## src/xxt_pkg.sv

```systemverilog
`timescale 1ns / 1ps
// ----------------------------------------------------------------------------
// xxt_pkg
// Shared types and constants of the XON/XOFF escaping transmitter.
// ----------------------------------------------------------------------------
package xxt_pkg;

    localparam int FIFO_DEPTH = 256;
    localparam int ADDR_W     = (FIFO_DEPTH > 1) ? $clog2(FIFO_DEPTH) : 1;
    localparam int CNT_W      = $clog2(FIFO_DEPTH + 1);
    localparam int SUM_W      = ADDR_W + 1;
    localparam int OP_W       = 3;
    localparam int BYTE_W     = 8;
    localparam int LEVEL_W    = 9;

    localparam logic [OP_W-1:0] OP_ENQUEUE   = 3'd0;
    localparam logic [OP_W-1:0] OP_TX_READY  = 3'd1;
    localparam logic [OP_W-1:0] OP_REQ_XOFF  = 3'd2;
    localparam logic [OP_W-1:0] OP_REQ_XON   = 3'd3;
    localparam logic [OP_W-1:0] OP_PEER_XOFF = 3'd4;
    localparam logic [OP_W-1:0] OP_PEER_XON  = 3'd5;

    localparam logic [BYTE_W-1:0] CHAR_XOFF = 8'd19;
    localparam logic [BYTE_W-1:0] CHAR_XON  = 8'd17;
    localparam logic [BYTE_W-1:0] CHAR_ESC  = 8'd0;

    typedef struct packed {
        logic apply;
        logic read;
        logic send;
    } xxt_cmd_t;

    typedef struct packed {
        logic slot_free;
    } xxt_status_t;

endpackage

```

## src/xxt_ram.sv

```systemverilog
`timescale 1ns / 1ps
// ----------------------------------------------------------------------------
// xxt_ram
// Generic single-write, single-read RAM with registered read data.
// ----------------------------------------------------------------------------
module xxt_ram #(
    parameter int WIDTH = 8,
    parameter int DEPTH = 256
) (
    input  logic                                         clk,
    input  logic                                         we,
    input  logic [((DEPTH > 1) ? $clog2(DEPTH) : 1)-1:0] waddr,
    input  logic [WIDTH-1:0]                             wdata,
    input  logic                                         re,
    input  logic [((DEPTH > 1) ? $clog2(DEPTH) : 1)-1:0] raddr,
    output logic [WIDTH-1:0]                             rdata
);

    logic [WIDTH-1:0] mem [DEPTH];

    always_ff @(posedge clk)
    begin
        if (we)
        begin
            mem[waddr] <= wdata;
        end
        if (re)
        begin
            rdata <= mem[raddr];
        end
    end

endmodule

```

## src/xxt_ctrl.sv

```systemverilog
`timescale 1ns / 1ps
// ----------------------------------------------------------------------------
// xxt_ctrl
// Sequencer: take a transaction, read the FIFO head, then make the send.
// ----------------------------------------------------------------------------
module xxt_ctrl (
    input  logic                clk,
    input  logic                rst_n,
    input  logic                in_valid,
    output logic                in_ready,
    input  xxt_pkg::xxt_status_t status,
    output xxt_pkg::xxt_cmd_t    cmd
);
    import xxt_pkg::*;

    localparam logic [1:0] ST_IDLE = 2'd0;
    localparam logic [1:0] ST_READ = 2'd1;
    localparam logic [1:0] ST_SEND = 2'd2;

    logic [1:0] state_reg;
    logic [1:0] state_next;

    always_comb
    begin
        state_next = state_reg;
        in_ready   = 1'b0;
        cmd        = '0;
        unique case (state_reg)
            ST_IDLE:
            begin
                in_ready  = 1'b1;
                cmd.apply = in_valid;
                if (in_valid)
                begin
                    state_next = ST_READ;
                end
            end
            ST_READ:
            begin
                cmd.read   = 1'b1;
                state_next = ST_SEND;
            end
            ST_SEND:
            begin
                if (status.slot_free)
                begin
                    cmd.send   = 1'b1;
                    state_next = ST_IDLE;
                end
            end
            default:
            begin
                state_next = ST_IDLE;
            end
        endcase
    end

    always_ff @(posedge clk or negedge rst_n)
    begin
        if (!rst_n)
        begin
            state_reg <= ST_IDLE;
        end
        else
        begin
            state_reg <= state_next;
        end
    end

    a_accept_then_read: assert property (@(posedge clk) disable iff (!rst_n)
        (in_valid && in_ready) |=> (state_reg == ST_READ))
        else $error("accepted transaction not followed by head read");

    a_one_command: assert property (@(posedge clk) disable iff (!rst_n)
        $onehot0({cmd.apply, cmd.read, cmd.send}))
        else $error("more than one datapath command at once");

endmodule

```

## src/xxt_datapath.sv

```systemverilog
`timescale 1ns / 1ps
// ----------------------------------------------------------------------------
// xxt_datapath
// FIFO storage, flow-control flags, send selection and result register.
// ----------------------------------------------------------------------------
module xxt_datapath (
    input  logic                       clk,
    input  logic                       rst_n,
    input  xxt_pkg::xxt_cmd_t          cmd,
    output xxt_pkg::xxt_status_t       status,
    input  logic [xxt_pkg::OP_W-1:0]   opcode,
    input  logic [xxt_pkg::BYTE_W-1:0] data_byte,
    output logic                       out_valid,
    input  logic                       out_ready,
    output logic                       tx_valid,
    output logic [xxt_pkg::BYTE_W-1:0] tx_byte,
    output logic [xxt_pkg::LEVEL_W-1:0] fifo_level,
    output logic                       dropped,
    output logic                       xoff_in_force
);
    import xxt_pkg::*;

    logic [ADDR_W-1:0] head_reg,  head_next;
    logic [CNT_W-1:0]  fill_reg,  fill_next;
    logic              uart_free_reg, uart_free_next;
    logic              xoff_pend_reg, xoff_pend_next;
    logic              xon_pend_reg,  xon_pend_next;
    logic              xoff_sent_reg, xoff_sent_next;
    logic              esc_reg,       esc_next;
    logic              peer_pause_reg, peer_pause_next;
    logic              drop_evt_reg,  drop_evt_next;

    logic              out_valid_reg, out_valid_next;
    logic              tx_valid_reg;
    logic [BYTE_W-1:0] tx_byte_reg;
    logic [LEVEL_W-1:0] level_reg;
    logic              dropped_reg;
    logic              xoff_force_reg;

    logic              full;
    logic              wr_en;
    logic [SUM_W-1:0]  wr_sum;
    logic [ADDR_W-1:0] wr_addr;
    logic [BYTE_W-1:0] rd_data;
    logic              send_ok;
    logic [BYTE_W-1:0] send_byte;
    logic              pop;
    logic [ADDR_W-1:0] head_inc;

    assign full   = (fill_reg == CNT_W'(FIFO_DEPTH));
    assign wr_en  = cmd.apply && (opcode == OP_ENQUEUE) && !full;
    assign wr_sum = SUM_W'(head_reg) + SUM_W'(fill_reg);
    assign wr_addr = (wr_sum >= SUM_W'(FIFO_DEPTH)) ?
                     ADDR_W'(wr_sum - SUM_W'(FIFO_DEPTH)) : ADDR_W'(wr_sum);
    assign head_inc = (SUM_W'(head_reg) + SUM_W'(1) >= SUM_W'(FIFO_DEPTH)) ?
                      '0 : ADDR_W'(SUM_W'(head_reg) + SUM_W'(1));

    xxt_ram #(
        .WIDTH (BYTE_W),
        .DEPTH (FIFO_DEPTH)
    ) u_fifo_ram (
        .clk   (clk),
        .we    (wr_en),
        .waddr (wr_addr),
        .wdata (data_byte),
        .re    (cmd.read),
        .raddr (head_reg),
        .rdata (rd_data)
    );

    always_comb
    begin
        head_next       = head_reg;
        fill_next       = fill_reg;
        uart_free_next  = uart_free_reg;
        xoff_pend_next  = xoff_pend_reg;
        xon_pend_next   = xon_pend_reg;
        xoff_sent_next  = xoff_sent_reg;
        esc_next        = esc_reg;
        peer_pause_next = peer_pause_reg;
        drop_evt_next   = drop_evt_reg;
        send_ok         = 1'b0;
        send_byte       = '0;
        pop             = 1'b0;

        if (cmd.apply)
        begin
            drop_evt_next = 1'b0;
            unique case (opcode)
                OP_ENQUEUE:
                begin
                    if (full)
                    begin
                        drop_evt_next = 1'b1;
                    end
                    else
                    begin
                        fill_next = fill_reg + CNT_W'(1);
                    end
                end
                OP_TX_READY:  uart_free_next = 1'b1;
                OP_REQ_XOFF:  xoff_pend_next = xoff_pend_reg | ~xoff_sent_reg;
                OP_REQ_XON:   xon_pend_next  = xon_pend_reg | xoff_sent_reg;
                OP_PEER_XOFF: peer_pause_next = 1'b1;
                OP_PEER_XON:  peer_pause_next = 1'b0;
                default:      ;
            endcase
        end

        if (cmd.send && uart_free_reg)
        begin
            priority if (esc_reg && (fill_reg != '0))
            begin
                send_ok   = 1'b1;
                send_byte = rd_data;
                esc_next  = 1'b0;
                pop       = 1'b1;
            end
            else if (xoff_pend_reg)
            begin
                send_ok        = 1'b1;
                send_byte      = CHAR_XOFF;
                xoff_sent_next = 1'b1;
                xoff_pend_next = 1'b0;
            end
            else if (xon_pend_reg)
            begin
                send_ok        = 1'b1;
                send_byte      = CHAR_XON;
                xoff_sent_next = 1'b0;
                xon_pend_next  = 1'b0;
            end
            else
            begin
                esc_next = 1'b0;
                if (!peer_pause_reg && (fill_reg != '0))
                begin
                    send_ok = 1'b1;
                    if ((rd_data == CHAR_ESC) || (rd_data == CHAR_XON) ||
                        (rd_data == CHAR_XOFF))
                    begin
                        send_byte = CHAR_ESC;
                        esc_next  = 1'b1;
                    end
                    else
                    begin
                        send_byte = rd_data;
                        pop       = 1'b1;
                    end
                end
            end
        end

        if (pop)
        begin
            head_next = head_inc;
            fill_next = fill_reg - CNT_W'(1);
        end
        if (send_ok)
        begin
            uart_free_next = 1'b0;
        end
    end

    assign status.slot_free = !out_valid_reg || out_ready;

    always_comb
    begin
        out_valid_next = out_valid_reg;
        if (out_valid_reg && out_ready)
        begin
            out_valid_next = 1'b0;
        end
        if (cmd.send)
        begin
            out_valid_next = 1'b1;
        end
    end

    always_ff @(posedge clk or negedge rst_n)
    begin
        if (!rst_n)
        begin
            head_reg       <= '0;
            fill_reg       <= '0;
            uart_free_reg  <= 1'b1;
            xoff_pend_reg  <= 1'b0;
            xon_pend_reg   <= 1'b0;
            xoff_sent_reg  <= 1'b0;
            esc_reg        <= 1'b0;
            peer_pause_reg <= 1'b0;
            drop_evt_reg   <= 1'b0;
            out_valid_reg  <= 1'b0;
        end
        else
        begin
            head_reg       <= head_next;
            fill_reg       <= fill_next;
            uart_free_reg  <= uart_free_next;
            xoff_pend_reg  <= xoff_pend_next;
            xon_pend_reg   <= xon_pend_next;
            xoff_sent_reg  <= xoff_sent_next;
            esc_reg        <= esc_next;
            peer_pause_reg <= peer_pause_next;
            drop_evt_reg   <= drop_evt_next;
            out_valid_reg  <= out_valid_next;
        end
    end

    always_ff @(posedge clk)
    begin
        if (cmd.send)
        begin
            tx_valid_reg   <= send_ok;
            tx_byte_reg    <= send_byte;
            level_reg      <= LEVEL_W'(fill_next);
            dropped_reg    <= drop_evt_reg;
            xoff_force_reg <= xoff_sent_next;
        end
    end

    assign out_valid     = out_valid_reg;
    assign tx_valid      = tx_valid_reg;
    assign tx_byte       = tx_byte_reg;
    assign fifo_level    = level_reg;
    assign dropped       = dropped_reg;
    assign xoff_in_force = xoff_force_reg;

    a_fill_bound: assert property (@(posedge clk) disable iff (!rst_n)
        fill_reg <= CNT_W'(FIFO_DEPTH))
        else $error("fill count above FIFO depth");

    a_flow_exclusive: assert property (@(posedge clk) disable iff (!rst_n)
        !(xoff_pend_reg && xon_pend_reg))
        else $error("XOFF and XON pending together");

    a_escape_has_data: assert property (@(posedge clk) disable iff (!rst_n)
        esc_reg |-> (fill_reg != '0))
        else $error("escape pair open with empty FIFO");

    a_send_busies_uart: assert property (@(posedge clk) disable iff (!rst_n)
        (cmd.send && send_ok) |=> !uart_free_reg)
        else $error("transmitter still free after a byte was sent");

endmodule

```

## src/xon_xoff_escaping_transmitter.sv

```systemverilog
`timescale 1ns / 1ps
// ----------------------------------------------------------------------------
// xon_xoff_escaping_transmitter
// UART transmit front end with XON/XOFF flow control and byte stuffing.
// ----------------------------------------------------------------------------
// Input channel (in_valid/in_ready) carries one event per transaction:
// opcode selects enqueue, transmitter ready, request XOFF/XON, or peer
// XOFF/XON; data_byte is the byte to enqueue. Output channel
// (out_valid/out_ready) returns one result per event: tx_valid/tx_byte for
// the byte handed to the UART, fifo_level, dropped and xoff_in_force.
// Sequence: an event is taken in the accept step, the FIFO head is read
// from the RAM in the read step, and the result is registered in the send
// step, which waits while the result register is still full; the read step
// is there for the registered read of the RAM, which follows the write.
// The next event is accepted the cycle after the result is loaded,
// even while that result still waits on out_ready.
// Reset empties the FIFO, marks the UART free and clears all flow flags.
// When the receiver stalls, the result register holds and the block waits
// in its send step until the register is taken.
// ----------------------------------------------------------------------------
module xon_xoff_escaping_transmitter (
    input  logic                        clk,
    input  logic                        rst_n,
    input  logic                        in_valid,
    output logic                        in_ready,
    input  logic [xxt_pkg::OP_W-1:0]    opcode,
    input  logic [xxt_pkg::BYTE_W-1:0]  data_byte,
    output logic                        out_valid,
    input  logic                        out_ready,
    output logic                        tx_valid,
    output logic [xxt_pkg::BYTE_W-1:0]  tx_byte,
    output logic [xxt_pkg::LEVEL_W-1:0] fifo_level,
    output logic                        dropped,
    output logic                        xoff_in_force
);
    import xxt_pkg::*;

    xxt_cmd_t    cmd;
    xxt_status_t status;

    xxt_ctrl u_ctrl (
        .clk      (clk),
        .rst_n    (rst_n),
        .in_valid (in_valid),
        .in_ready (in_ready),
        .status   (status),
        .cmd      (cmd)
    );

    xxt_datapath u_datapath (
        .clk           (clk),
        .rst_n         (rst_n),
        .cmd           (cmd),
        .status        (status),
        .opcode        (opcode),
        .data_byte     (data_byte),
        .out_valid     (out_valid),
        .out_ready     (out_ready),
        .tx_valid      (tx_valid),
        .tx_byte       (tx_byte),
        .fifo_level    (fifo_level),
        .dropped       (dropped),
        .xoff_in_force (xoff_in_force)
    );

endmodule
```

## config.mk

```make
export PLATFORM = sky130hd
export DESIGN_NAME = xon_xoff_escaping_transmitter
export DESIGN_NICKNAME = d
export VERILOG_FILES = /design/src/xxt_pkg.sv /design/src/xxt_ram.sv /design/src/xxt_ctrl.sv /design/src/xxt_datapath.sv /design/src/xon_xoff_escaping_transmitter.sv
export SDC_FILE = /design/constraint.sdc
export NUM_CORES = 2
export LEC_CHECK = 0
export BUFFER_PORTS_ARGS = -buffer_cell sky130_fd_sc_hd__buf_2
export CAP_MARGIN = 15
export CORE_UTILIZATION = 40
export CTS_CLUSTER_DIAMETER = 200
export DETAILED_ROUTE_END_ITERATION = 8
export SLEW_MARGIN = 0
export SYNTH_ARGS = -nofsm -noshare
export SYNTH_HDL_FRONTEND = slang
export SYNTH_SLANG_ARGS = --single-unit
```

## constraint.sdc

```tcl
create_clock -name clk -period 7.1 [get_ports clk]
set_input_delay 0.71 -clock clk [delete_from_list [all_inputs] [get_ports clk]]
set_output_delay 0.71 -clock clk [all_outputs]
set_load 0.02 [all_outputs]
```

# [After elaboration in Yosys (flattened, before gate mapping)]
# Memories as Yosys holds them, arrays and structs flattened. A register that Yosys moved wholly into a read port is not among the register bits.
# Cells that the tools add are included.
[classes] n_eq_ne=14 n_addsub=5 n_lt_le_gt_ge=2 n_bitwise=3 mux=60 reduce_logical=24
[ops] cell="$mux 8" count=7
[ops] cell="$mux 1" count=45
[ops] cell="$mux 9" count=4
[ops] cell="$ge 9x9->1 const B" count=2
[ops] cell="$eq 8x5->1 const B" count=2
[ops] cell="$add 8x1->9 const B" count=1
[ops] cell="$add 8x9->9" count=1
[ops] cell="$add 9x1->9 const B" count=1
[ops] cell="$eq 9x9->1 const B" count=1
[ops] cell="$reduce_bool 9->1" count=1
[ops] cell="$sub 9x1->9 const B" count=1
[ops] cell="$logic_not 8->1" count=1
[ops] cell="$ne 2x2->1 const B" count=4
[ops] cell="$reduce_bool 2->1" count=4
[ops] cell="$sub 8x1->8 const B" count=1
[ops] cell="$eq 3x2->1 const B" count=2
[ops] cell="$eq 3x3->1 const B" count=2
[ops] cell="$logic_and 1x1->1" count=6
[ops] cell="$pmux 2 s3" count=1
[ops] cell="$reduce_and 2->1" count=3
[ops] cell="$mux 2" count=2
[ops] cell="$eq 3x1->1 const B" count=1
[ops] cell="$logic_not 1->1" count=3
[ops] cell="$logic_not 3->1" count=1
[ops] cell="8 further kinds" count=11
[word_totals] input_bits=15 register_bits=47 mem_count=1 ram_bits=2048 out_inout_bits=22
[memory_table] memory="u_datapath.u_fifo_ram.mem" depth=256 width=8 rd=1 rd_ports_with_merged_regs=1 write_ports=1 line_no="xxt_ram.sv:19" source="logic [WIDTH-1:0] mem [DEPTH];"

# [Longest topological paths before layout]
[depth] word_depth=10 ltp_mapped=13 ltp_nobuf=9

# [Hierarchy]
# From an unflattened synthesis, not the netlist that was laid out.
[hier_totals] hier_cells=3959 hier_area_um2=82200.1
[by_module_without_submodules] mod="xxt_ram" instances=1 cells_per_inst=3733 area_each_um2=79636.4
[by_module_without_submodules] mod="xxt_datapath" instances=1 cells_per_inst=217 area_each_um2=2468.6
[by_module_without_submodules] mod="xxt_ctrl" instances=1 cells_per_inst=9 area_each_um2=95.1

# [Least setup slack after synthesis]
# OpenSTA, ideal clock, no wires.
[synth_path] path_type="register to register" startpoint="register u_datapath.fill_reg[0]" endpoint="memory u_datapath.u_fifo_ram.mem[0][0], enable pin" path_buffers=1 setup_slack_ns=3.338 path_stages_with_launch=11 required_ns=6.717 t_arrival_ns=3.379 period_less_slack_ns=3.762 path_cell_list="dfrtp_1 > ha_1 > fa_1 > a21o_1 > a21oi_1 > o21bai_1 > a21oi_2 > xor2_2 > buf_4 > nand2_1 > nor3_1"
[synth_via] elab_chain_len=5 elab_cells_between_ends=9 cone_classes="2 x add/sub; 1 x order compare; 1 x eq/ne; 3 x mux; 2 x reduce/logical"
[synth_rtl] element="start: declaration" line_no="xxt_datapath.sv:24" source="logic [CNT_W-1:0] fill_reg, fill_next;"
[synth_rtl] element="start signal: assignment" line_no="xxt_datapath.sv:198" source="fill_reg <= fill_next;"
[synth_rtl] element="parallel branches: the longest is 5 deep, another holds $add 8x9->9"
[synth_rtl] element="end: declaration" line_no="xxt_ram.sv:19"
# Parallel ways; which one is timed is not known.

# [Worst setup path in the final report]
[layout_path] startpoint="register u_datapath.head_reg[0]" endpoint="memory u_datapath.u_fifo_ram.mem[175][1], enable pin"
[layout_via] elab_chain_len=3 elab_cells_between_ends=4 cone_classes="2 x add/sub; 1 x order compare; 1 x mux"
[layout_rtl] element="start: declaration" line_no="xxt_datapath.sv:23" source="logic [ADDR_W-1:0] head_reg, head_next;"
[layout_rtl] element="start signal: assignment" line_no="xxt_datapath.sv:197" source="head_reg <= head_next;"
[layout_rtl] element="$add 8x9->9 (*)" line_no="xxt_datapath.sv:52" source="assign wr_sum = SUM_W'(head_reg) + SUM_W'(fill_reg);"
[layout_rtl] element="$sub 8x1->8 / $ge 9x9->1 (equally long branches)" line_no="xxt_datapath.sv:54, xxt_datapath.sv:53"
[layout_rtl] element="$mux 8 (*)" line_no="xxt_datapath.sv:53" source="assign wr_addr = (wr_sum >= SUM_W'(FIFO_DEPTH)) ?"
# Every way passes the cells marked *; elsewhere a longest branch is shown, timed or not.

==> results.ini <==
[clock_network]
clk_pin_slew_ns=0.06
cts-resized-gates=0
ctsLongestPathBuffers=3
root_buffer=clkbuf_16
clock-sinks=2103
cts_tree=yes
cts_buffers=207
cts.htree.levels=4
clk_latency_ns=0.86

[power_and_ir_drop]
ir_drop_uv=278
leakage_nw=29.4
power_w=0.0307
p_per_area_mw_per_mm2=325

[drt]
dr.pass1.iters=7
drt_iter0_drc=5295
routed_wl_mm=222
post_drt_wl_per_cell_um=30.8
drc=0
routed_via_density=5.94
antenna_left=0
vias=42800

[synthesis]
avgSynthCellArea_um2=20.6
yosysSeqAreaShare=0.760
netlist_area_mm2=0.0829
synthFlopType=edfxtp_1
ys_warn_count=0
synthArstFlopShare=0.0128
synth_nets=4053
syn_inst=4027
synth-seq-cells=2103
synth_edf_count=2076
yosysUniqueCellTypes=80

[floorplan]
dieWidth_um=457
dieArea_mm2=0.209
start_util=0.404
io_pins=37
chipHeight_um=457
core_region_area_mm2=0.205
core.rowCount=166

[sta]
post-route-min-period_ns=5.00
tightestPinTransition_ns=1.17
fin_hold_ws_ns=0.108
finalMaxSlewViolations=0
setup_tns_ns=0
rsz0062_at_grt=false
setup_viol=0
finalHoldViolCount=0
fin_crit_sh=0.704
slew_headroom=0.213
fmax_mhz=200
fin_skew_ns=0.0562

[critical_path]
cp_slowest_stage_delay_ns=1.02
critPathMaxFanout=46
cp-end-kind=flip-flop
cp-start-kind=flip-flop
cp_slowest_cell=nor3_1
critical_path_required_ns=7.57
path_cells=ha_1 > fa_1 > a21o_1 > a21oi_1 > o21bai_1 > a21oi_2 > xor2_2 > buf_4 > nand2_2 > nor3_1
cp.arrival_ns=5.47
path_class=flip-flop to flip-flop

[cells_and_area]
fin_util=0.460
drive_gt1_frac=0.269
fin_nets=4371
syn2layout_area_growth_pct=13.9
nFillCells=17000
largest_reg_flops=2048

[global_route]
grt_max_degree=158
grt_overflow=0
grt_pass1_vias=41800
grt_pass1_wl_mm=314
antenna_found_initial=4
grtUsageTotal=0.210

[status]
status=complete, no violations

[placed_design]
dpl.hpwl_mm=134
portBuffers=36
globalplace.congestion=0.845

[run]
drv_cap=0

[worst_hold_path]
min_path_type=input port to flip-flop

## where the power goes
part / internal, W / total [W] / switching [W] / leakage [nW]
clock: 0.00579 / 0.0105 / 0.00469 / 3.14
sequential: 0.0138 / 0.0140 / 0.000227 / 19.0
combinational: 0.00256 / 0.00622 / 0.00366 / 7.26
total: 0.0221 / 0.0307 / 0.00858 / 29.4
## worst max-delay path, delay by kind of cell (launching register included)
kind	cells	cell delay (ns)
adders and majority gates	2	0.78
AOI/OAI and AO/OA	4	1.08
and+or+nand+nor	2	1.50
xor gates and xnor gates	1	0.16
buffers and inverters	1	0.29
DFF	1	0.77
## metrics by stage
| stage | setup WS, ns | cell area [um2] | std cells |
|---|---|---|---|
| floorplan | 3.34 | 82900 | 4027 |
| global placement | 2.01 | 87900 | 6802 |
| detailed placement | 2.05 | 88000 | 6808 |
| CTS | 2.02 | 94400 | 7187 |
| global route | 1.85 | 94500 | 7202 |
| finish | 2.10 | 94500 | 7203 |
## logic make-up after synthesis
logic type      share of synthesized area
flops                               0.760
mux                                 0.152
fa+ha+maj                         0.00175
compound gates                     0.0311
simple gates                       0.0381
xor+xnor                          0.00252
buf+inv                            0.0146
## synthesized netlist by cell type, types with 10 or more instances
cell	number	area (um2)
edfxtp_1	2076	62300
mux4_2	472	10600
nor3_1	253	1270
mux2i_1	186	1860
clkbuf_1	149	559
nand3_1	99	495
a22oi_1	87	653
nand2_1	80	300
buf_2	60	300
o21ai_0	58	290
a21oi_1	45	225
nor2_1	40	150
a221oi_1	31	272
buf_4	28	210
dfrtp_1	26	651
o22ai_1	25	156
a211oi_1	22	165
a31oi_1	22	138
nor2b_1	21	131
buf_1	16	60.1
xnor2_1	15	131
nor2_4	13	146
mux2_2	12	135
nand2b_1	11	68.8
nor3_2	11	110
ha_1	10	125
inv_1	10	37.5
nand2_2	10	62.6
## area by class of cell
cell class                 count  area [um2]  area share
tap                         2688        3360      0.0356
antenna                        1        2.50   0.0000265
timing repair buffer         365        2800      0.0296
clock buffer                 253        5370      0.0569
multi-input combinational   1656       18800       0.199
clock inverter               125        1040      0.0110
sequential                  2103       63000       0.667
inverter                      12        50.0    0.000530
## cell usage in the layout, fill, tap and decap left out, types with 12 or more instances in the layout
cell type	instances
nor3_2	12
nand2_1	80
buf_2	39
nor2_4	16
mux2_2	12
mux2i_1	186
nand3_1	99
nor3_1	252
a31oi_1	22
clkbuf_1	45
a221oi_1	31
nor2_1	34
clkbuf_16	208
o22ai_1	25
nor2b_1	15
mux4_2	472
o21ai_0	58
a211oi_1	22
buf_4	300
clkinv_1	50
edfxtp_1	2076
a21oi_1	44
dfrtp_1	21
a22oi_1	87
clkinv_2	44
## repair_timing
item                                   in CTS  in global routing
setup endpoints to repair                   0                  0
endpoints found under the hold margin      26                  0
setup buffers                               0                  0
hold buffers                                1                  0
## routing by layer
metal	vias up	GRT usage	part of all wire	wire, um
met5	-	0	0.000059	13
met1	22900	0.304	0.42	93500
met2	1945	0.323	0.47	103000
met4	2	0.0664	0.030	6640
met3	316	0.0365	0.081	18000
li1	17600	-	-	-
## final timing paths
kind | startpoint | to | slack [ns] | cells after the start
max | u_datapath.head_reg[0] | u_datapath.u_fifo_ram.mem[175][1] | 2.10 | 10
min | opcode[2] | u_datapath.peer_pause_reg | 0.11 | 2
max reg2reg | u_datapath.head_reg[0] | u_datapath.u_fifo_ram.mem[175][1] | 2.10 | 10
min reg2reg | u_datapath.drop_evt_reg | u_datapath.dropped | 0.45 | 0
max in group asynchronous | rst_n | u_datapath.head_reg[2] | 6.17 | 2
min in group asynchronous | rst_n | u_datapath.fill_reg[7] | 0.43 | 2
Note: power is estimated with default switching activity, not from simulation.
